`src/hw/rtl/tbim_pkg.sv`:
```
// Shared types for the two-body invariant mass unit.
package tbim_pkg;

  // Sideband that travels with every pipeline stage.
  typedef struct packed {
    logic valid;
    logic no_real_root;
  } tbim_tag_t;

endpackage

```
`src/hw/rtl/tbim_prep.sv`:
```
// Front pipeline: four-vector sum, squares, momentum sum and squared mass.
module tbim_prep #(
  parameter int W = 20
) (
  input  logic                    clk,
  input  logic                    rst_n,
  input  logic                    advance,
  input  logic                    in_valid,
  input  logic signed [W-1:0]     energy_a,
  input  logic signed [W-1:0]     mom_x_a,
  input  logic signed [W-1:0]     mom_y_a,
  input  logic signed [W-1:0]     mom_z_a,
  input  logic signed [W-1:0]     energy_b,
  input  logic signed [W-1:0]     mom_x_b,
  input  logic signed [W-1:0]     mom_y_b,
  input  logic signed [W-1:0]     mom_z_b,
  output tbim_pkg::tbim_tag_t     tag_out,
  output logic [2*W+1:0]          radicand
);
  import tbim_pkg::*;

  localparam int SW  = W + 1;     // component sum
  localparam int SQW = 2 * W + 1; // one square, also squared mass
  localparam int PW  = 2 * W + 2; // signed product, sum of three squares
  localparam int DW  = 2 * W + 3; // difference with sign

  logic [3:0] v_r;

  logic signed [SW-1:0] sum_e_r, sum_x_r, sum_y_r, sum_z_r;
  logic signed [PW-1:0] prod_e, prod_x, prod_y, prod_z;
  logic [SQW-1:0]       sq_e_r, sq_x_r, sq_y_r, sq_z_r;
  logic [SQW-1:0]       sq_e3_r;
  logic [PW-1:0]        p2_r;
  logic [DW-1:0]        diff;
  logic [SQW-1:0]       m2_r;
  logic                 nrr_r;

  always_ff @(posedge clk) begin
    if (!rst_n) begin
      v_r <= '0;
    end else if (advance) begin
      v_r <= {v_r[2:0], in_valid};
    end
  end

  always_comb begin
    prod_e = PW'(sum_e_r) * PW'(sum_e_r);
    prod_x = PW'(sum_x_r) * PW'(sum_x_r);
    prod_y = PW'(sum_y_r) * PW'(sum_y_r);
    prod_z = PW'(sum_z_r) * PW'(sum_z_r);
    diff   = DW'(sq_e3_r) - DW'(p2_r);
  end

  always_ff @(posedge clk) begin
    if (advance) begin
      // stage 1: component sums
      sum_e_r <= SW'(energy_a) + SW'(energy_b);
      sum_x_r <= SW'(mom_x_a) + SW'(mom_x_b);
      sum_y_r <= SW'(mom_y_a) + SW'(mom_y_b);
      sum_z_r <= SW'(mom_z_a) + SW'(mom_z_b);
      // stage 2: squares are never negative, drop the sign bit
      sq_e_r  <= prod_e[SQW-1:0];
      sq_x_r  <= prod_x[SQW-1:0];
      sq_y_r  <= prod_y[SQW-1:0];
      sq_z_r  <= prod_z[SQW-1:0];
      // stage 3: momentum magnitude squared
      sq_e3_r <= sq_e_r;
      p2_r    <= PW'(sq_x_r) + PW'(sq_y_r) + PW'(sq_z_r);
      // stage 4: squared mass, clamped to zero when negative
      nrr_r   <= diff[DW-1];
      m2_r    <= diff[DW-1] ? '0 : diff[SQW-1:0];
    end
  end

  assign tag_out  = '{valid: v_r[3], no_real_root: nrr_r};
  assign radicand = PW'(m2_r);

endmodule

```
`config.mk`:
```
export PLATFORM = sky130hd
export DESIGN_NAME = tbim_prep
export DESIGN_NICKNAME = d
export VERILOG_FILES = /design/src/hw/rtl/tbim_pkg.sv /design/src/hw/rtl/tbim_prep.sv
export SDC_FILE = /design/constraint.sdc
export NUM_CORES = 2
export LEC_CHECK = 0
export BUFFER_PORTS_ARGS = -buffer_cell sky130_fd_sc_hd__clkbuf_2
export CORE_MARGIN = 2
export CORE_UTILIZATION = 60
export DETAILED_ROUTE_END_ITERATION = 8
export HOLD_SLACK_MARGIN = 0.08
export PLACE_DENSITY = 0.81
export SETUP_SLACK_MARGIN = 0.3
export SYNTH_ARGS = -nofsm -noshare
export SYNTH_HDL_FRONTEND = slang
export SYNTH_SLANG_ARGS = --single-unit
```
`constraint.sdc`:
```
create_clock -name clk -period 7.1 [get_ports clk]
set_input_delay 0.71 -clock clk [delete_from_list [all_inputs] [get_ports clk]]
set_output_delay 0.71 -clock clk [all_outputs]
set_load 0.01 [all_outputs]
```
==> key figures <==
Finish
  – Share of cells above drive strength 1: 0.174
  – Area grow syn2layout: 15.8%
  – Nets: ~11000
  – # fillers: 8966
  – Fin area: 90000 sq um
  – Final Core Density: 0.698
  – # diodes: 0
  – Post-Layout Cell Count: between 10000 and 15000

Clock tree
  – Clk sink count: 372
  – Max clock buf depth: 3
  – CTS hold repair buffers: 0
  – TritonCTS clock tree: done
  – CTS Buf Count: 45
  – Clock Latency Late Sink: 0.65 ns
  – Clock Pin Slew Worst Setup and Hold Paths: 0.06 ns
  – CTS Root Cell: clkbuf_16
  – CTS H-Tree Depth: 2

Logic synthesis
  – Mean post-synth cell area: 9.91 sq um
  – Post-synth ARST share: 0
  – EDFF count, synth: 368
  – Synth unique cells: between 80 and 90
  – Post-synthesis cell area: 77700 sq um
  – Syn Inst Count: around 7800
  – Synth area leaders: fa_1 43%, edfxtp_1 14%, inv_1 11%
  – Yosys warning count: 0
  – Yosys top cell area share: 0.433
  – Cell taking the most area after synthesis: fa_1
  – Commonest cells post-synth: 2259 x inv_1, 1681 x fa_1, 652 x ha_1
  – Seq cells post-synth: ~370
  – Post-synthesis sequential area ratio: 0.143
  – Commonest register cell after synthesis: edfxtp_1
  – Most numerous cell in the Yosys netlist: inv_1

Global route
  – Initial antenna violation count: 2
  – Largest net degree at the start of global routing: 193
  – GR Overflow Total: 0
  – All-Layer GR Usage: 0.301
  – Number of global-route vias before repair: between 60000 and 70000
  – First-pass GRT wire length: 312 mm

STA
  – F_max: 0.142 GHz
  – Worst-Margin Slew: 1.15 ns
  – Clock skew: 0.0383 ns
  – Hold violation count in the final report: 0
  – Final worst-path cycle share: 0.994
  – Final min period: between 7 and 8 ns
  – Relative slew margins: 0.233
  – Final Setup Violations: 0
  – RSZ-0062 raised after global routing: true
  – Final max-slew violation count: 0

Critical path
  – Launch point of the worst reg-to-reg path: sum_x_r[5]
  – Critical path class: reg -> reg
  – Capturing point of the worst reg2reg path: sq_x_r[29]
  – CP Launch Type: register
  – CP required: 7.49 ns
  – Flop2flop setup slack: approximately 0.04 ns
  – Worst r2r path cells: 25
  – CP Max Fanout: 7
  – Arrival @ worst endpoint: 7.45 ns
  – CP Capture Type: register

Status
  – Status: complete, no violations

Placement
  – Dpl cells: 10100
  – Placed standard-cell area: 84100 sq um
  – RePlAce Congestion: 0.965
  – HPWL after DPL: ~160 mm
  – IO buf count: 206

Die
  – Die area: 132000 sq um
  – Die Ht: 364 um
  – Ports: 208
  – Horiz. Die Dim: approximately 360 um
  – Core Area: 129000 sq um
  – Rows: 132
  – Starting Density: 0.603

Drt
  – Via count: about 57000
  – Drt pass-1 iters: 6
  – DRC errors left: 0
  – DR vias/cell: 5.44
  – DR WL/cell: 18.8 um
  – Antenna-violating nets left: 0
  – Initial DRC Count: ~3700
  – Total Wirelength: 195 mm

Min path
  – Hold WC Path Type: in -> reg
  – Min-Delay Endpoint: v_r[3]
  – Min-delay src: rst_n
  – Hold Crit Depth: 2

Job
  – Max Cap Violations: 0
==> worst max path at each step <==
stage	start	endpoint	slack (ns)	cells after the start
4_1_cts	sum_x_r[8]	sq_x_r[29]	0.12	27
3_3_place_gp	sum_e_r[8]	sq_e_r[39]	0.04	23
3_5_place_dp	sum_e_r[7]	sq_e_r[40]	-0.14	24
5_1_grt	sum_x_r[7]	sq_x_r[33]	-0.14	25
2_1_floorplan	sum_e_r[20]	sq_e_r[39]	0.30	23
6_report	sum_x_r[5]	sq_x_r[29]	0.04	25
==> kinds of logic after synthesis <==
family,Yosys count,share of synthesized area
adder cells (fa/ha/maj),2333,0.538
flip-flops,372,0.143
other,1,0.0000482
XOR/XNOR,366,0.0412
buffers and inverters,2462,0.119
AND/OR/NAND/NOR,1512,0.0906
multiplexers,13,0.00180
AO/OA/AOI/OAI,783,0.0662
==> area by class of cell <==
| type | instances | area (sq um) | area share |
|---|---|---|---|
| multi-input combinational | 5011 | 59400 | 0.660 |
| sequential | 372 | 11100 | 0.124 |
| inverter | 2263 | 8520 | 0.0946 |
| timing repair buffer | 924 | 7220 | 0.0802 |
| tap | 1742 | 2180 | 0.0242 |
| clock buffer | 50 | 1170 | 0.0130 |
| clock inverter | 32 | 373 | 0.00414 |
==> cell usage in the layout, fill, tap and decap left out, types with 88 or more instances in the layout <==
master / n
nand2_1: 585
nor2_1: 273
ha_1: 597
xnor2_1: 247
fa_1: 1609
buf_4: 589
and2_1: 254
inv_1: 2177
edfxtp_1: 368
a21o_1: 125
clkbuf_2: 205
o21ai_0: 91
a21oi_1: 199
xor2_1: 106
buf_6: 88
==> timing repair <==
item / CTS / global route
setup buffers: 149 / 99
gates cloned: 0 / 3
pin swaps: 180 / 294
resized for setup: 274 / 380
setup endpoints to repair: 51 / 70
==> stage by stage <==
| step | hold WS [ns] | setup WS, ns | setup TNS [ns] |
|---|---|---|---|
| 2_1_floorplan | 0.400 | 0.300 | 0 |
| 3_3_place_gp | 0.403 | 0.0412 | 0 |
| 3_5_place_dp | 0.405 | -0.139 | -0.970 |
| 4_1_cts | 0.306 | 0.116 | 0 |
| 5_1_grt | 0.353 | -0.141 | -1.17 |
| 6_report | 0.337 | 0.0411 | 0 |
==> per-layer routing <==
layer	global-route usage	routed length (um)
met4	0.116	8650
met2	0.522	98800
met5	0	0
met3	0.0403	13200
met1	0.386	74700
==> state kept, by name, summed over array words and instances (netlist names), 40 cells and up <==
name	flops
p2_r	42
sq_y_r	40
m2_r	41
sq_e3_r	40
sq_x_r	40
sq_e_r	40
sq_z_r	40
==> worst max-delay path, cell delays in order (launching register included) <==
cell and delay, ns:
edfxtp_1 0.41, buf_4 0.16, buf_6 0.11, buf_4 0.16, nand2_1 0.09, fa_1 0.45
fa_1 0.50, fa_1 0.50, inv_1 0.05, fa_1 0.50, fa_1 0.50, fa_1 0.50
inv_1 0.05, fa_1 0.48, inv_1 0.05, ha_1 0.31, and3_4 0.18, and4b_1 0.18
a21oi_2 0.20, o311ai_4 0.17, o311a_1 0.34, o31a_1 0.30, o21a_1 0.23, o21ai_1 0.15
nand2_1 0.08, xor2_1 0.15
Power is not shown: default switching activity piles up to over one toggle a cycle in this logic, so the estimate is an artifact.
