$ cat src/hw/rtl/tbim_pkg.sv
// Shared types for the two-body invariant mass unit.
package tbim_pkg;

  // Sideband that travels with every pipeline stage.
  typedef struct packed {
    logic valid;
    logic no_real_root;
  } tbim_tag_t;

endpackage

$ cat src/hw/rtl/tbim_sqrt.sv
// Pipelined floor square root, one result bit per stage.
module tbim_sqrt #(
  parameter int W = 20
) (
  input  logic                    clk,
  input  logic                    rst_n,
  input  logic                    advance,
  input  tbim_pkg::tbim_tag_t     tag_in,
  input  logic [2*W+1:0]          radicand,
  output tbim_pkg::tbim_tag_t     tag_out,
  output logic [W:0]              root
);
  import tbim_pkg::*;

  localparam int R    = W + 1;     // root bits, one per stage
  localparam int RADW = 2 * R;     // radicand bits, two consumed per stage
  localparam int RW   = R + 2;     // partial remainder

  logic [RADW-1:0] rad_r  [R];
  logic [RW-1:0]   rem_r  [R];
  logic [R-1:0]    root_r [R];
  tbim_tag_t       tag_r  [R];

  for (genvar k = 0; k < R; k++) begin : g_stage
    logic [RADW-1:0] rad_i;
    logic [RW-1:0]   rem_i;
    logic [R-1:0]    root_i;
    tbim_tag_t       tag_i;
    logic [RW-1:0]   cur;
    logic [RW-1:0]   trial;
    logic            ge;

    if (k == 0) begin : g_head
      assign rad_i  = radicand;
      assign rem_i  = '0;
      assign root_i = '0;
      assign tag_i  = tag_in;
    end else begin : g_body
      assign rad_i  = rad_r[k-1];
      assign rem_i  = rem_r[k-1];
      assign root_i = root_r[k-1];
      assign tag_i  = tag_r[k-1];
    end

    // bring down the next two radicand bits, try root*4+1
    assign cur   = {rem_i[RW-3:0], rad_i[RADW-1 -: 2]};
    assign trial = {root_i, 2'b01};
    assign ge    = (cur >= trial);

    always_ff @(posedge clk) begin
      if (advance) begin
        rad_r[k]  <= {rad_i[RADW-3:0], 2'b00};
        rem_r[k]  <= ge ? (cur - trial) : cur;
        root_r[k] <= {root_i[R-2:0], ge};
      end
    end

    always_ff @(posedge clk) begin
      if (!rst_n) begin
        tag_r[k] <= '0;
      end else if (advance) begin
        tag_r[k] <= tag_i;
      end
    end
  end

  assign tag_out = tag_r[R-1];
  assign root    = root_r[R-1];

endmodule

$ cat config.mk
export PLATFORM = sky130hd
export DESIGN_NAME = tbim_sqrt
export DESIGN_NICKNAME = d
export VERILOG_FILES = /design/src/hw/rtl/tbim_pkg.sv /design/src/hw/rtl/tbim_sqrt.sv
export SDC_FILE = /design/constraint.sdc
export NUM_CORES = 1
export LEC_CHECK = 0
export ABC_AREA = 0
export BUFFER_PORTS_ARGS = -buffer_cell sky130_fd_sc_hd__buf_2
export CAP_MARGIN = 30
export CORE_MARGIN = 2
export CORE_UTILIZATION = 32
export DETAILED_ROUTE_END_ITERATION = 16
export SETUP_SLACK_MARGIN = 0.1
export SYNTH_ARGS = -nofsm -noshare
export SYNTH_HDL_FRONTEND = slang
export SYNTH_SLANG_ARGS = --single-unit
$ cat constraint.sdc
create_clock -name clk -period 4 [get_ports clk]
set_input_delay 0.8 -clock clk [delete_from_list [all_inputs] [get_ports clk]]
set_output_delay 0.8 -clock clk [all_outputs]
set_load 0.05 [all_outputs]
==> results of run 1 <==
## cells in the mapped netlist (all sizes together), types with 8 or more instances
cell / instances / share of area
a2111oi: 9 / 0.0016
a211o: 8 / 0.0014
a211oi: 22 / 0.0033
a21boi: 10 / 0.0015
a21o: 63 / 0.0094
a21oi: 235 / 0.023
a31o: 9 / 0.0016
a31oi: 22 / 0.0027
and2: 13 / 0.0016
and3: 54 / 0.0067
clkbuf: 68 / 0.0051
edfxtp: 1087 / 0.65
ha: 253 / 0.063
inv: 313 / 0.023
mux2: 48 / 0.011
mux2i: 10 / 0.0020
nand2: 191 / 0.014
nand2b: 43 / 0.0053
nand3: 70 / 0.0070
nand3b: 15 / 0.0022
nand4: 39 / 0.0049
nor2: 253 / 0.019
nor2b: 37 / 0.0046
nor3: 89 / 0.0090
nor4: 54 / 0.0070
o2111ai: 9 / 0.0016
o211ai: 22 / 0.0034
o21a: 54 / 0.0081
o21ai: 176 / 0.018
o21bai: 13 / 0.0019
o22ai: 11 / 0.0014
o31a: 11 / 0.0019
o31ai: 21 / 0.0031
o41ai: 8 / 0.0014
or2: 21 / 0.0026
or3: 36 / 0.0045
or4: 25 / 0.0038
xnor2: 155 / 0.027
xor2: 148 / 0.026
## sequential cells by signal, indices dropped and copies added, names as in the netlist
signal  count
tag_r      42
rem_r     394
root_r    231
rad_r     420
## metrics by stage
stage | cell area (um2) | util | hold WS, ns
6_report | 57300 | 0.367 | 0.223
3_3_place_gp | 53300 | 0.341 | 0.400
2_1_floorplan | 50300 | - | 0.400
4_1_cts | 57300 | 0.367 | 0.134
5_1_grt | 57300 | 0.367 | 0.161
3_5_place_dp | 53300 | 0.341 | 0.405
## cell families after synthesis
kind of cell | after synthesis | share of synthesized area
adder cells (fa/ha/maj) | 253 | 0.0629
other | 1 | 0.0000746
buffers and inverters | 388 | 0.0292
flip-flops | 1087 | 0.649
XOR/XNOR | 303 | 0.0528
AND/OR/NAND/NOR | 971 | 0.0979
AO/OA/AOI/OAI | 759 | 0.0953
multiplexers | 58 | 0.0127
## worst max-delay path by stage
stage,end,slack (ns),cells after the start,start
6_report,rem_r[13][4]$_DFFE_PP_,0.74,7,rem_r[12][8]$_DFFE_PP_
5_1_grt,rem_r[18][17]$_DFFE_PP_,0.50,8,root_r[17][1]$_DFFE_PP_
4_1_cts,rem_r[17][8]$_DFFE_PP_,0.75,10,rem_r[16][0]$_DFFE_PP_
3_5_place_dp,rem_r[17][18]$_DFFE_PP_,0.77,10,rem_r[16][0]$_DFFE_PP_
3_3_place_gp,rem_r[18][7]$_DFFE_PP_,0.81,7,rem_r[17][5]$_DFFE_PP_
2_1_floorplan,rem_r[17][12]$_DFFE_PP_,0.97,9,rem_r[16][0]$_DFFE_PP_
## cell usage in the layout, fill, tap and decap left out, types with 42 or more instances in the layout
| cell | instances |
|---|---|
| a21o_1 | 63 |
| a21oi_1 | 235 |
| and3_1 | 54 |
| buf_2 | 68 |
| clkbuf_16 | 117 |
| edfxtp_1 | 1087 |
| ha_1 | 253 |
| inv_1 | 312 |
| mux2_2 | 48 |
| nand2_1 | 191 |
| nand2b_1 | 42 |
| nand3_1 | 70 |
| nor2_1 | 253 |
| nor3_1 | 88 |
| nor4_1 | 53 |
| o21a_1 | 54 |
| o21ai_0 | 173 |
| xnor2_1 | 155 |
| xor2_1 | 148 |
## area by class of cell
type	count	area share
multi-input combinational	2345	0.282
tap	2058	0.0449
clock inverter	81	0.0178
inverter	314	0.0206
clock buffer	138	0.0524
timing repair buffer	104	0.0125
sequential	1087	0.569
## routing by layer
| layer | track usage | wire (um) | up-vias |
|---|---|---|---|
| met5 | 0 | 0 | - |
| li1 | - | - | 14600 |
| met3 | 0.0204 | 3580 | 201 |
| met4 | 0.0475 | 3260 | 0 |
| met1 | 0.145 | 41500 | 13800 |
| met2 | 0.187 | 43400 | 547 |
## worst register-to-register path, stage by stage (launching register included)
cell and delay, ns:
edfxtp_1 0.39, ha_1 0.42, nand3_1 0.25, or3_1 0.42
o41a_1 0.40, nand3_1 0.36, buf_4 0.32, mux2_2 0.37
## power breakdown
| part | leakage (nW) | internal (mW) | switching (mW) | total (mW) |
|---|---|---|---|---|
| Clock | 1.93 | 6.58 | 4.55 | 11.1 |
| Combinational | 9.40 | 2.35 | 3.17 | 5.53 |
| Sequential | 10.5 | 14.3 | 0.773 | 15.0 |
| Total | 21.8 | 23.2 | 8.50 | 31.7 |
==> impl_metrics.yaml, run 1 <==
cells_and_area:
  area_growth_pct: 14.0
  final_nets: 4269
  multi_input_area_um2: 16200
  fin_cells: 6127
  fillers: 14800
  regArea_um2: 32600
  drive_gt1_frac: 0.0902
  antenna_cells: 0
sta:
  setup_slack_ns: 0.739
  relSlewSlack: 0.393
  slew_violations: 0
  rsz0062_at_grt: "false"
  min_period_ns: 3.26
  worstMarginPinSlew_ns: 0.911
  fin_crit_sh: 0.815
  max_freq_mhz: 307
  hold_viol: 0
  finalSetupViolations: 0
  finClkSkew_ns: 0.0746
  setup_tns_ns: 0
drt:
  wl_per_cell_um: 15.0
  dr.pass1.iters: 5
  drt.antenna.violating_nets: 0
  drcViolationCount: 0
  vias_per_cell: 4.76
  wl_um: 91700
  vias: 29200
  initialDrtViolationCount: 1668
place:
  dp_slack_ns: 0.773
  portBuffers: 69
  gp_congestion: 0.870
  hpwl_um: 63500
  dp_cells: 5907
floorplanning:
  start_util: 0.322
  pin_count: 70
  core_um2: 156000
  die_w_um: 400
  core.rowCount: 145
  die_h_um: 400
  die_area_um2: 160000
clock_network:
  root_buffer: "clkbuf_16"
  numClockSinks: 1087
  cts_buffers: 117
  cts_tree: "yes"
  clockBufferDepth: 3
  post_cts_resized: 0
  hold_buffers: 0
  clk_pin_slew_ns: 0.06
  htree_num_levels: 3
  postCtsSetupBuffers: 0
  insertion_delay_ns: 0.76
run_status:
  run_status: "completed"
global_routing:
  grt_pass1_vias: 28700
  grt_max_degree: 158
  grt_pass1_wl_um: 149000
  overflow: 0
  antenna_found_initial: 0
  track_usage: 0.113
worst_setup_path:
  r2r_slack_ns: 0.74
  timing.rr.start: "rem_r[12][8]$_DFFE_PP_"
  cp.buffers_inverters: 1
  crit_required_ns: 4.44
  cp_slowest_cell: "ha_1"
  worstPathArrival_ns: 3.70
  ff2ff_path_depth: 7
  worstSetupPathType: "reg2reg"
  cp_common_cell: "nand3_1"
  critPathTopFamily: "simple AND/OR/NAND/NOR gates"
  worstPathMaxFanout: 19
  r2r_end: "rem_r[13][4]$_DFFE_PP_"
  endpoint_kind: "flop"
  path_cells: "ha_1 -> nand3_1 -> or3_1 -> o41a_1 -> nand3_1 -> buf_4 -> mux2_2"
  max_stage_delay_ns: 0.42
  start_kind: "flop"
yosys:
  syn_nets: 4120
  synth.yosys.seq_area_share: 0.649
  yosysWarningCount: 0
  synth.avg_cell_area_um2: 13.2
  ys_seq_elements: 1087
  synth_edf_count: 1087
  syn_area_um2: 50300
  ys.flop_type: "edfxtp_1"
  synthArstFlopShare: 0
  yosysUniqueCellTypes: 78
  syn-instance-count: 3820
job:
  cap_violations: 0
min_path:
  min_to: "rad_r[0][16]$_DFFE_PP_"
  hp-start: "radicand[16]"
  holdPathStages: 1
  hold_class: "in2reg"
power:
  power_density_nw_per_um2: 553
  p_leak_nw: 21.8
  p_total_mw: 31.7
  ir_drop_mv: 0.327
Note: power is estimated with default switching activity, not from simulation.
==> run 2, diff against run 1 <==
--- a/config.mk
+++ b/config.mk
@@ -5,7 +5,7 @@
 export SDC_FILE = /design/constraint.sdc
 export NUM_CORES = 1
 export LEC_CHECK = 0
-export ABC_AREA = 0
+export ABC_AREA = 1
 export BUFFER_PORTS_ARGS = -buffer_cell sky130_fd_sc_hd__buf_2
 export CAP_MARGIN = 30
 export CORE_MARGIN = 2
==> constraint.sdc (replaced) <==
create_clock -name clk -period 3.15 [get_ports clk]
set_input_delay 0.63 -clock clk [delete_from_list [all_inputs] [get_ports clk]]
set_output_delay 0.63 -clock clk [all_outputs]
set_load 0.05 [all_outputs]
==> run 2 against run 1 <==
- first-iteration DRC count rose by 65%
- synthesized cell count rose by 58%
- design area is 12% higher
- final cell count rose by 42%
- die area is 12% higher
- sequential share of layout area shrank 6.0 points
- area after synthesis is 12% higher
- combinational power grew 41%
- clock skew shrank 0.038 ns
- largest cell class unchanged
- largest power group unchanged
==> impl_metrics.yaml, run 2 <==
run_status:
  run_status: "completed"
worst_setup_path:
  worstPathArrival_ns: 3.30
  r2r_end: "rem_r[12][3]$_DFFE_PP_"
  worstPathMaxFanout: 22
  timing.rr.start: "rem_r[11][6]$_DFFE_PP_"
  r2r_slack_ns: 0.34
  worstSetupPathType: "reg2reg"
  path_cells: "ha_1 -> nand2_1 -> nand2_1 -> a21oi_1 -> nor2_1 -> nor2_1 -> nand3_2 -> inv_2 -> o21ai_0"
  cp_slowest_cell: "edfxtp_1"
  crit_required_ns: 3.64
  start_kind: "flop"
  ff2ff_path_depth: 9
  endpoint_kind: "flop"
  max_stage_delay_ns: 0.49
  crit_path_start: "rem_r[11][6]$_DFFE_PP_"
power:
  power_density_nw_per_um2: 635
  swShare: 0.298
  clkPwrFrac: 0.346
  p_leak_nw: 27.9
  combPwrFrac: 0.191
  seq_power_share: 0.463
  net-switching-power_mw: 12.1
  internal_power_mw: 28.6
  ir_drop_mv: 0.500
drt:
  drcViolationCount: 0
  wl_um: 132000
  vias_per_cell: 4.61
  dr.pass1.iters: 6
  vias: 39900
  wl_per_cell_um: 15.2
  initialDrtViolationCount: 2747
  drt.antenna.violating_nets: 0
sta:
  finClkSkew_ns: 0.0362
  max_freq_mhz: 356
  setup_tns_ns: 0
  fin_crit_sh: 0.893
  hold_viol: 0
  min_period_ns: 2.81
  slew_violations: 0
  rsz0062_at_grt: "false"
  relSlewSlack: 0.391
  worstMarginPinSlew_ns: 0.913
  finalSetupViolations: 0
yosys:
  ys.flop_type: "edfxtp_1"
  yosysWarningCount: 0
  synth.avg_cell_area_um2: 9.37
  synthArstFlopShare: 0
  synth_edf_count: 1087
  synth_area_leaders: "edfxtp_1 58%, nand2_1 12%, inv_1 6.4%, ha_1 5.6%, nor2_1 3.6%"
  yosysUniqueCellTypes: 50
  syn_area_um2: 56400
  syn_nets: 6321
  synthTopCellsByCount: "1878 x nand2_1, 1087 x edfxtp_1, 956 x inv_1, 547 x nor2_1, 335 x nand3_1"
  synth_top_area_frac: 0.578
  synth.most_common_cell: "nand2_1"
  ys_seq_elements: 1087
  yosysTopAreaCell: "edfxtp_1"
  syn-instance-count: 6021
  synth.yosys.seq_area_share: 0.578
global_routing:
  track_usage: 0.145
  overflow: 0
  grt_pass1_vias: 38400
  grt_pass1_wl_um: 208000
  grt_max_degree: 110
  antenna_found_initial: 2
floorplanning:
  pin_count: 70
  core.rowCount: 154
  die_area_um2: 180000
  start_util: 0.321
  die_w_um: 424
  core_um2: 176000
  die_h_um: 424
cells_and_area:
  regArea_um2: 32600
  reg.largest.list: "rad_r (420), rem_r (394), root_r (231)"
  drive_gt1_frac: 0.0611
  final_common_cell: "nand2_1"
  fin_cells: 8671
  multi_input_area_um2: 19700
  utilization: 0.365
  area_growth_pct: 13.5
  regMostFlops: "rad_r"
  final_nets: 6530
  layout_common_cells: "1877 x nand2_1, 1087 x edfxtp_1, 956 x inv_1, 547 x nor2_1, 335 x nand3_1"
  fillers: 17700
  largest_reg_flops: 420
min_path:
  hp-start: "radicand[4]"
  hold_class: "in2reg"
  min_to: "rad_r[0][4]$_DFFE_PP_"
  holdPathStages: 1
clock_network:
  insertion_delay_ns: 0.78
  cts_buffers: 118
  clk_pin_slew_ns: 0.06
  numClockSinks: 1087
  htree_num_levels: 3
  cts_tree: "yes"
  clockBufferDepth: 3
  root_buffer: "clkbuf_16"
place:
  hpwl_um: 99000
  portBuffers: 69
  dp_cells: 8416
  gp_congestion: 0.897
job:
  cap_violations: 0
[run 2: what timing repair did]
action,in CTS,in global routing
endpoints found under the hold margin,34,0
hold buffers,34,0
endpoints found under the setup margin,0,0
buffers inserted,0,0
gates resized for setup,0,0
[run 2: layer usage]
layer / track usage / up-vias / wire length [um] / part of all wire
met5: 0 / - / 20 / 0.00015
met2: 0.234 / 903 / 60100 / 0.46
met4: 0.0515 / 2 / 4390 / 0.033
met1: 0.198 / 18600 / 61100 / 0.46
met3: 0.0211 / 229 / 5950 / 0.045
li1: - / 20200 / - / -
[run 2: layout make-up]
cell class	instances	area share
clock inverter	80	0.0148
clock buffer	140	0.0474
multi-input combinational	3903	0.307
tap	2340	0.0457
sequential	1087	0.510
antenna	1	0.0000391
inverter	971	0.0569
timing repair buffer	149	0.0182
[run 2: worst max-delay path by stage]
stage	slack [ns]	endpoint
after floorplan	1.14	rem_r[6][11]$_DFFE_PP_
after global placement	0.36	rem_r[12][3]$_DFFE_PP_
after detailed placement	0.36	rem_r[12][3]$_DFFE_PP_
after CTS	0.34	rem_r[12][3]$_DFFE_PP_
after global routing	0.12	rem_r[12][5]$_DFFE_PP_
final	0.34	rem_r[12][3]$_DFFE_PP_
[run 2: stage by stage]
| step | total power [mW] | cell area (um2) | hold slack [ns] | worst slack (ns) |
|---|---|---|---|---|
| after floorplan | 24.2 | 56400 | 0.400 | 1.14 |
| after global placement | 26.8 | 59700 | 0.400 | 0.362 |
| after detailed placement | 26.8 | 59700 | 0.405 | 0.363 |
| after CTS | 41.2 | 64100 | 0.00171 | 0.338 |
| after global routing | 43.0 | 64100 | 0.0256 | 0.123 |
| final | 40.7 | 64100 | 0.0716 | 0.338 |
[run 2: logic make-up after synthesis]
group                    share of synthesized area
AND/OR/NAND/NOR                              0.225
adder cells (fa/ha/maj)                     0.0561
other                                    0.0000665
AO/OA/AOI/OAI                               0.0439
buffers and inverters                       0.0727
XOR/XNOR                                    0.0234
flip-flops                                   0.578
[run 2: power by group through the flow]
| stage | logic [mW] | clock network, mW | registers, mW |
|---|---|---|---|
| after floorplan | 5.56 | 0 | 18.7 |
| after global routing | 8.91 | 15.1 | 19.0 |
| after detailed placement | 7.71 | 0 | 19.1 |
| after global placement | 7.67 | 0 | 19.1 |
| final | 7.77 | 14.1 | 18.8 |
| after CTS | 7.78 | 14.6 | 18.8 |
[run 2: critical path: cells and delay by family (launching register included)]
kind	cells	cell delay (ns)
fa+ha+maj	1	0.39
flops	1	0.49
compound gates	2	0.41
buf+inv	1	0.44
simple gates	5	0.79
