===== src/hw/rtl/tbim_pkg.sv =====
// Shared types for the two-body invariant mass unit.
package tbim_pkg;

  // Sideband that travels with every pipeline stage.
  typedef struct packed {
    logic valid;
    logic no_real_root;
  } tbim_tag_t;

endpackage


===== src/hw/rtl/tbim_skid.sv =====
// Output register with a skid entry so the pipeline stall is registered.
module tbim_skid #(
  parameter int MW = 21
) (
  input  logic                    clk,
  input  logic                    rst_n,
  input  tbim_pkg::tbim_tag_t     tag_in,
  input  logic [MW-1:0]           mass_in,
  output logic                    advance,
  output logic                    out_valid,
  input  logic                    out_stall,
  output logic [MW-1:0]           out_mass,
  output logic                    out_no_real_root
);
  import tbim_pkg::*;

  logic          main_v_r, skid_v_r;
  logic          main_v_nxt, skid_v_nxt;
  logic [MW-1:0] main_mass_r, skid_mass_r;
  logic          main_nrr_r, skid_nrr_r;
  logic          push;
  logic          main_free;

  assign advance   = !skid_v_r;
  assign push      = tag_in.valid && advance;
  assign main_free = !main_v_r || !out_stall;

  always_comb begin
    main_v_nxt = main_v_r;
    skid_v_nxt = skid_v_r;
    if (main_free) begin
      // skid entry drains first; no push can happen while it is full
      main_v_nxt = skid_v_r || push;
      skid_v_nxt = 1'b0;
    end else if (push) begin
      skid_v_nxt = 1'b1;
    end
  end

  always_ff @(posedge clk) begin
    if (!rst_n) begin
      main_v_r <= 1'b0;
      skid_v_r <= 1'b0;
    end else begin
      main_v_r <= main_v_nxt;
      skid_v_r <= skid_v_nxt;
    end
  end

  always_ff @(posedge clk) begin
    if (main_free) begin
      if (skid_v_r) begin
        main_mass_r <= skid_mass_r;
        main_nrr_r  <= skid_nrr_r;
      end else if (push) begin
        main_mass_r <= mass_in;
        main_nrr_r  <= tag_in.no_real_root;
      end
    end else if (push) begin
      skid_mass_r <= mass_in;
      skid_nrr_r  <= tag_in.no_real_root;
    end
  end

  assign out_valid        = main_v_r;
  assign out_mass         = main_mass_r;
  assign out_no_real_root = main_nrr_r;

endmodule


===== config.mk =====
export PLATFORM = sky130hd
export DESIGN_NAME = tbim_skid
export DESIGN_NICKNAME = d
export VERILOG_FILES = /design/src/hw/rtl/tbim_pkg.sv /design/src/hw/rtl/tbim_skid.sv
export SDC_FILE = /design/constraint.sdc
export NUM_CORES = 1
export LEC_CHECK = 0
export BUFFER_PORTS_ARGS = -buffer_cell sky130_fd_sc_hd__clkbuf_2
export CORE_MARGIN = 5
export CORE_UTILIZATION = 46
export DETAILED_ROUTE_END_ITERATION = 8
export PLACE_DENSITY = 0.75
export SLEW_MARGIN = 15
export SYNTH_ARGS = -nofsm -noshare
export SYNTH_HDL_FRONTEND = slang
export SYNTH_SLANG_ARGS = --single-unit

===== constraint.sdc =====
create_clock -name clk -period 2.7 [get_ports clk]
set_input_delay 0.27 -clock clk [delete_from_list [all_inputs] [get_ports clk]]
set_output_delay 0.27 -clock clk [all_outputs]
set_load 0.02 [all_outputs]

==> results.tsv, run 1 <==
stage	metric	value	unit
setup_path	setup.worst_path.end_class	register	
sta	rsz0062_at_grt	no	
logic_synthesis	synth.top_cell.area_share	0.744	
placement	hpwl	2060	µm
floorplan	initial_core_util	0.481	
pwr	irDropWorstVdd	0.399	mV
sta	fin_worst_skew	3.05	ps
sta	tightest_slew	695	ps
logic_synthesis	ys_seq_area_frac	0.767	
logic_synthesis	netlist_area	1780	µm²
global_routing	grt_pass1_wl	4550	µm
drt	firstDrtPassIters	4	
logic_synthesis	yosysMostFrequentCell	edfxtp_1	
setup_path	crit_required	2690	ps
drt	vias_per_cell	4.74	
floorplan	die_h	72.1	µm
setup_path	crit_path_start_kind	register	
min_path	min_path_type	input port to register	
global_routing	gr-total-overflow	0	
clocking	clock_sink_count	46	
sta	max_freq	558	MHz
logic_synthesis	avgSynthCellArea	22.8	µm²
min_path	min_from	mass_in[17]	
clocking	path_clk_slew	80	ps
logic_synthesis	synth_top_area_cell	edfxtp_1	
layout	final_core_util	0.582	
drt	via_count	868	
pwr	p_per_area	628	nW/µm²
drt	wl_met3	281	µm
clocking	clockRootBuffer	clkbuf_8	
placement	dp_cells	175	
layout	num_antenna_cells	0	
placement	gp_congestion	0.686	
sta	hold_viol	0	
setup_path	startpoint	skid_v_r	
sta	slew_headroom	0.536	
floorplan	core-area	3690	µm²
drt	met2_length	1210	µm
sta	setup_viol	0	
floorplan	num_rows	22	
setup_path	critPathKind	register to register	
clocking	cts-resized-gates	0	
clocking	htreeDepth	2	
global_routing	grt_max_degree	18	
layout	synthToLayoutAreaGrowth	21.0	%
layout	nets	160	
clocking	cts_buffers	5	
clocking	cts_tree	done	
sta	post-route-period-util	0.663	
drt	routed_wl	2760	µm
sta	layout_min_cycle_time	1790	ps
global_routing	track_usage	0.117	
flow_run	cap_violations	0	
logic_synthesis	yosysWarnings	0	
setup_path	worstReg2RegStart	skid_v_r	
drt	drt-wirelength-per-cell	15.1	µm
drt	drc	0	
logic_synthesis	async_flop_share	0	
logic_synthesis	ys_ff_latch	46	
logic_synthesis	syn-num-nets	104	
floorplan	die_area	5200	µm²
sta	finalSetupTns	0	ps
logic_synthesis	synth-edff-count	44	
sta	finalMaxSlewViolations	0	
drt	dr.max_layer_used	met4	
global_routing	grt_antenna_before_repair	0	
logic_synthesis	synth_ff_type	edfxtp_1	
setup_path	path_max_fanout	17	
clocking	cts_buffer_depth	2	
drt	drt_iter0_drc	37	
placement	place.port_buffers	49	
clocking	cts_hold_buf	0	
floorplan	fp.dieW	72.1	µm
setup_path	arrival	1780	ps
status	status	finished, final reports clean	
global_routing	grt_pass1_vias	911	
logic_synthesis	synth_common_cells	edfxtp_1, mux2_4, mux2_2, buf_12, dfxtp_1	
clocking	post_cts_buffers	0	
layout	fin_area	2150	µm²
logic_synthesis	synth_cells	78	
drt	ant_nets	0	
drt	met1Wirelength	1220	µm
logic_synthesis	synth_cell_types	13	
layout	stdcell_count	183	
layout	layout-drive-gt1-share	0.622	
logic_synthesis	synth_area_leaders	edfxtp_1, mux2_4, mux2_2	
clocking	insertion_delay	290	ps
placement	placed_cell_area	2070	µm²
floorplan	ios	50	
pwr	p_leak	0.842	nW
## per-layer routing
metal  up-vias  global-route usage
met4         0              0.0564
li1        419                   -
met3         7              0.0429
met2        44               0.173
met1       398               0.152
met5         -                   0
## cell usage in the layout (no fill, tap or decap), drive strengths merged
cell / n
edfxtp: 44
clkinv: 2
nor3b: 2
clkbuf: 55
dfxtp: 2
nor2: 1
a21oi: 1
inv: 1
a21boi: 1
mux2: 22
buf: 3
nand2: 1
## through the flow
stage	total power, W	setup WS [ps]	hold WS, ps
after floorplan	0.000923	556	369
after global placement	0.000975	972	465
after detailed placement	0.000978	892	470
after CTS	0.00137	876	156
after global routing	0.00141	812	156
final	0.00135	909	166
## worst max-delay path, stage by stage, from the launching register on
cell and delay, ps:
dfxtp_1 770, nor2_4 100, a21oi_2 280, buf_4 320
## state kept, by name, summed over array words and instances (netlist names)
signal and flops:
out_mass 21, skid_mass_r 21, out_no_real_root 1, out_valid 1, skid_nrr_r 1, skid_v_r 1
## final cells by class
class / instances / area (µm²)
fillers: 297 / 1540
inverters: 1 / 3.75
multi-input cells: 28 / 374
clock buffers: 6 / 72.6
clock inverters: 2 / 8.76
flip-flops and latches: 46 / 1360
repair buffers: 52 / 268
well taps: 48 / 60.1
## worst paths after layout
| path | to | slack (ps) | depth (start not counted) |
|---|---|---|---|
| max reg2reg | out_mass[7] | 910 | 3 |
| min | skid_mass_r[17] | 170 | 1 |
| max | out_mass[7] | 910 | 3 |
| min reg2reg | out_mass[9] | 550 | 1 |
## power breakdown
group          total [W]  leakage, nW  switching [W]  internal (W)
sequential      0.000830        0.430      0.0000107      0.000819
combinational   0.000129        0.370      0.0000709     0.0000579
clock           0.000390       0.0426       0.000212      0.000178
## cells by family (layout without fill, tap and decap cells)
logic type / Yosys count / in the layout / share of synthesized area
DFF: 46 / 46 / 0.767
and+or+nand+nor: 4 / 4 / 0.0197
AOI/OAI and AO/OA: 2 / 2 / 0.00705
muxes: 22 / 22 / 0.175
buffers and inverters: 4 / 61 / 0.0310
No activity file was read; power rests on OpenSTA's default activity.
==> run 2, diff against run 1 <==
- clock period: 2.7 -> 1.61 ns (I/O delays scaled with it)
==> results.tsv, run 2 (synthesized netlist as in run 1, its figures left out) <==
stage	metric	value	unit	change
clocking	cts_tree	done		
global_routing	grt_pass1_wl	4340	µm	-4.6%
setup_path	worstReg2RegStart	skid_v_r		
pwr	combinationalPowerShare	0.101		+0.006
setup_path	path_max_fanout	11		-6
pwr	switching_share	0.226		+0.00829
drt	via_count	868		unchanged
placement	place.port_buffers	49		unchanged
layout	nets	165		+3.1%
clocking	clockRootBuffer	clkbuf_8		
setup_path	timing.critical_path.to	advance		
flow_run	cap_violations	0		unchanged
clocking	path_clk_slew	80	ps	about the same
setup_path	startpoint	skid_v_r		
floorplan	initial_core_util	0.481		unchanged
floorplan	die_area	5200	µm²	unchanged
pwr	switchingPower	0.000525	W	+79%
floorplan	num_rows	22		unchanged
layout	num_antenna_cells	0		unchanged
setup_path	arrival	1250	ps	-530 ps
clocking	cts_hold_buf	0		unchanged
setup_path	ff2ff_path_depth	3		unchanged
pwr	p_int	0.00180	W	+70%
pwr	p_clk_frac	0.300		+0.011
floorplan	fp.dieW	72.1	µm	unchanged
drt	routed_wl	2720	µm	-1.5%
drt	firstDrtPassIters	2		-2
sta	finalMaxSlewViolations	0		unchanged
placement	gp_congestion	0.687		+0.13%
setup_path	r2r_slack	240	ps	-670 ps
clocking	cts-resized-gates	0		unchanged
clocking	cts_buffer_depth	2		unchanged
layout	most-common-layout-cells	clkbuf_2, edfxtp_1, mux2_4		
floorplan	ios	50		unchanged
global_routing	grt_antenna_before_repair	0		unchanged
setup_path	critPathKind	register to primary output		
layout	fin_area	2230	µm²	+4.0%
clocking	clock_sink_count	46		unchanged
global_routing	track_usage	0.114		-0.00348
floorplan	die_h	72.1	µm	unchanged
drt	drt-wirelength-per-cell	14.5	µm	-4.1%
clocking	insertion_delay	290	ps	about the same
pwr	irDropWorstVdd	0.601	mV	+51%
layout	layout_commonest_cell	clkbuf_2		
sta	slew_headroom	0.777		+0.241
sta	setup_viol	0		unchanged
global_routing	gr-total-overflow	0		unchanged
pwr	p_per_area	1040	nW/µm²	+66%
setup_path	r2r-end	skid_mass_r[12]		
setup_path	crit_required	1450	ps	-1240 ps
clocking	post_cts_buffers	0		unchanged
sta	fin_worst_skew	4.79	ps	+1.75 ps
status	status	finished, final reports clean		
sta	post-route-period-util	0.877		
sta	hold_viol	0		unchanged
sta	rsz0062_at_grt	no		
placement	placed_cell_area	2140	µm²	+3.5%
placement	hpwl	2140	µm	+3.9%
pwr	p_leak	0.879	nW	+4.4%
floorplan	core-area	3690	µm²	unchanged
drt	ant_nets	0		unchanged
sta	whs	56.0	ps	-110 ps
sta	max_freq	708	MHz	
setup_path	setup.worst_path.end_class	primary output		
clocking	htreeDepth	2		unchanged
global_routing	grt_max_degree	18		unchanged
drt	vias_per_cell	4.62		-2.7%
drt	drc	0		unchanged
sta	layout_min_cycle_time	1410	ps	
layout	fillers	286		-3.7%
drt	drt_iter0_drc	41		+11%
layout	synthToLayoutAreaGrowth	25.8	%	
min_path	min_path_type	input port to register		
pwr	p_seq_frac	0.599		-0.016
global_routing	grt_pass1_vias	866		-4.9%
setup_path	crit_path_start_kind	register		
sta	tightest_slew	334	ps	-360 ps
layout	layout-drive-gt1-share	0.664		+0.0421
clocking	cts_buffers	5		unchanged
## run 2: cell count changes in the layout (fill, tap and decap cells not counted)
cell        previous run  this run
buf_4                  3         6
a21oi_4                0         1
clkinv_4               0         1
buf_12                 0         2
clkinv_1               1         0
dfxtp_2                0         2
clkinvlp_4             0         1
dfxtp_1                2         0
inv_6                  0         1
clkbuf_1               1         0
clkinv_2               1         0
a21oi_2                1         0
## run 2: worst min-delay path by stage
| stage | depth (start not counted) | start | slack [ps] | endpoint |
|---|---|---|---|---|
| after floorplan | 0 | mass_in[0] | 260 | skid_mass_r[0] |
| after global placement | 1 | tag_in[0] | 360 | skid_nrr_r |
| after detailed placement | 1 | mass_in[18] | 360 | skid_mass_r[18] |
| after CTS | 1 | mass_in[19] | 40 | skid_mass_r[19] |
| after global routing | 1 | mass_in[19] | 30 | skid_mass_r[19] |
| final | 1 | mass_in[19] | 60 | skid_mass_r[19] |
## run 2: per-stage QoR
| stage | util | setup WS (ps) | std cells | setup TNS [ps] | total power, W |
|---|---|---|---|---|---|
| CTS | 0.605 | 170 | 188 | 0 | 0.00236 |
| floorplan | - | -9.81 | 78 | -216 | 0.00155 |
| global route | 0.605 | 125 | 188 | 0 | 0.00245 |
| finish | 0.605 | 197 | 188 | 0 | 0.00232 |
| global placement | 0.580 | 264 | 180 | 0 | 0.00165 |
| detailed placement | 0.580 | 244 | 180 | 0 | 0.00166 |
## run 2: cell type report
cell class              count  area (µm²)  share of cell area
clock buffers               5        68.8              0.0308
flip-flops and latches     46        1360               0.611
inverters                   1        3.75             0.00168
well taps                  48        60.1              0.0269
multi-input cells          28         382               0.171
repair buffers             57         330               0.148
clock inverters             3        25.0              0.0112
## run 2: routing by layer
layer  up-vias  part of all wire  track usage
met2        36              0.46        0.163
met1       401              0.43        0.151
met5         -                 0            0
li1        425                 -            -
met4         0             0.017       0.0501
met3         6             0.086       0.0471
## run 2: power groups by stage
stage	combinational (W)	sequential, W	clock (W)
final	0.000234	0.00139	0.000697
after global routing	0.000250	0.00140	0.000801
after CTS	0.000240	0.00139	0.000725
after detailed placement	0.000239	0.00142	0
after global placement	0.000235	0.00142	0
after floorplan	0.0000846	0.00147	0
## run 2: worst max-delay path, cell delays in order, from the launching register on
cell,delay [ps]
dfxtp_2,540
buf_4,230
inv_1,50
clkbuf_2,150
==> run 3, diff against run 2 <==
- CORE_UTILIZATION: 46 -> 50
- PLACE_DENSITY: 0.75 -> 0.77
- clock period: 1.61 -> 1.6 ns (I/O delays scaled with it)
==> results.tsv, run 3 (synthesized netlist as in run 1, its figures left out) <==
stage	metric	value	unit	change
pwr	p_per_area	926	nW/µm²	-11%
drt	firstDrtPassIters	3		+1
placement	dp_cells	177		-1.7%
pwr	p_int	0.00169	W	-5.7%
layout	most-common-layout-cells	clkbuf_2, edfxtp_1, mux2_4		
clocking	cts_buffer_depth	2		unchanged
global_routing	grt_pass1_vias	990		+14%
sta	max_freq	726	MHz	
floorplan	num_rows	21		-4.5%
pwr	total_power	0.00216	W	-6.8%
sta	slew_headroom	0.814		+0.0364
floorplan	die_area	4840	µm²	-6.9%
pwr	combinationalPowerShare	0.125		+0.024
clocking	cts_buffers	5		unchanged
layout	stdcell_count	201		+6.9%
setup_path	setup.worst_path.end_class	primary output		
sta	finalMaxSlewViolations	0		unchanged
setup_path	path_max_fanout	16		+5
layout	synthToLayoutAreaGrowth	31.6	%	
setup_path	path_cells	buf_4 -> inv_1 -> clkbuf_2		
clocking	htreeDepth	2		unchanged
setup_path	crit_slowest_cell	dfxtp_1		
setup_path	arrival	1220	ps	-30 ps
layout	nets	180		+9.1%
global_routing	gr-total-overflow	0		unchanged
clocking	cts_tree	done		
pwr	p_clk_frac	0.230		-0.070
global_routing	track_usage	0.130		+0.0167
layout	layout_commonest_cell	clkbuf_2		
sta	fin_worst_skew	4.83	ps	+0.0396 ps
sta	whs	17.0	ps	-39.0 ps
layout	num_antenna_cells	0		unchanged
sta	hold_viol	0		unchanged
pwr	p_seq_frac	0.646		+0.047
clocking	path_clk_slew	120	ps	+40 ps
sta	setup_viol	0		unchanged
pwr	irDropWorstVdd	0.641	mV	+6.6%
floorplan	die_h	69.6	µm	-3.5%
pwr	switching_share	0.217		-0.00883
floorplan	initial_core_util	0.524		+0.0425
global_routing	grt_antenna_before_repair	0		unchanged
global_routing	grt_max_degree	18		unchanged
global_routing	grt_pass1_wl	4840	µm	+11%
drt	routed_wl	3020	µm	+11%
floorplan	core-area	3390	µm²	-8.1%
flow_run	cap_violations	0		unchanged
placement	gp_congestion	0.718		+4.5%
drt	drt_iter0_drc	37		-9.8%
floorplan	fp.dieW	69.6	µm	-3.5%
placement	place.port_buffers	49		unchanged
drt	vias_per_cell	4.72		+2.2%
setup_path	critPathKind	register to primary output		
clocking	clockRootBuffer	clkbuf_4		
clocking	insertion_delay	340	ps	+50 ps
setup_path	path_buf_inv	3		unchanged
pwr	p_leak	0.922	nW	+4.9%
min_path	min_path_type	input port to register		
layout	layout-drive-gt1-share	0.568		-0.0965
setup_path	crit_path_start_kind	register		
floorplan	ios	50		unchanged
drt	via_count	948		+9.2%
layout	fillers	237		-17%
setup_path	crit_required	1440	ps	about the same
pwr	switchingPower	0.000471	W	-10%
drt	drt-wirelength-per-cell	15.0	µm	+3.7%
status	status	finished, final reports clean		
drt	ant_nets	0		unchanged
clocking	post_cts_buffers	0		unchanged
clocking	clock_sink_count	46		unchanged
placement	hpwl	2190	µm	+2.1%
layout	multi_input_area	382	µm²	unchanged
sta	rsz0062_at_grt	no		
sta	tightest_slew	280	ps	-54.6 ps
layout	seq_area	1360	µm²	about the same
sta	layout_min_cycle_time	1380	ps	
drt	drc	0		unchanged
setup_path	cp_slowest_stage_delay	360	ps	-180 ps
setup_path	critPathTopFamily	buffers and inverters		
sta	post-route-period-util	0.861		
[run 3: cell count changes in the layout (fill, tap and decap cells not counted)]
cell           before  now
inv_6               1    0
dlygate4sd3_1       0   16
clkbuf_8            5    0
clkinv_4            1    0
dfxtp_2             2    1
clkinvlp_4          1    0
clkbuf_4            0    5
clkbuf_1            0    3
dfxtp_1             0    1
buf_4               6    5
[run 3: worst paths after layout]
| kind | to | depth (start not counted) | startpoint | slack, ps |
|---|---|---|---|---|
| worst max-delay path | advance | 3 | skid_v_r | 220 |
| worst max register to register | skid_mass_r[17] | 3 | skid_v_r | 340 |
| worst min register to register | out_mass[15] | 1 | skid_mass_r[15] | 560 |
| worst min-delay path | skid_mass_r[1] | 1 | mass_in[1] | 20 |
[run 3: through the flow]
step	worst slack (ps)	instance area, µm²	TNS (ps)	util
final	223	2340	0	0.690
after floorplan	-19.8	1800	-436	-
after detailed placement	346	2130	0	0.628
after CTS	191	2270	0	0.669
after global placement	384	2130	0	0.628
after global routing	135	2340	0	0.690
[run 3: power groups by stage]
stage | clock network (W) | logic, W | registers [W]
floorplan | 0 | 0.0000851 | 0.00148
global placement | 0 | 0.000237 | 0.00142
detailed placement | 0 | 0.000243 | 0.00143
finish | 0.000497 | 0.000270 | 0.00140
CTS | 0.000514 | 0.000261 | 0.00140
global route | 0.000572 | 0.000289 | 0.00140
[run 3: area by class of cell]
| class | count | area share |
|---|---|---|
| sequential | 46 | 0.583 |
| timing repair buffer | 72 | 0.207 |
| tap | 46 | 0.0246 |
| multi-input combinational | 28 | 0.163 |
| clock buffer | 8 | 0.0209 |
| inverter | 1 | 0.00161 |
[run 3: layer usage]
layer  GRT usage  vias up  share of wire
met4      0.0456        0          0.011
met2       0.214       36           0.53
met1       0.160      449           0.39
li1            -      459              -
met5           0        -              0
met3      0.0435        4          0.070
[run 3: repair_timing]
| action | in CTS | in global routing |
|---|---|---|
| endpoints found under the hold margin | 9 | 7 |
| hold buffers | 9 | 7 |
| resized for setup | 0 | 0 |
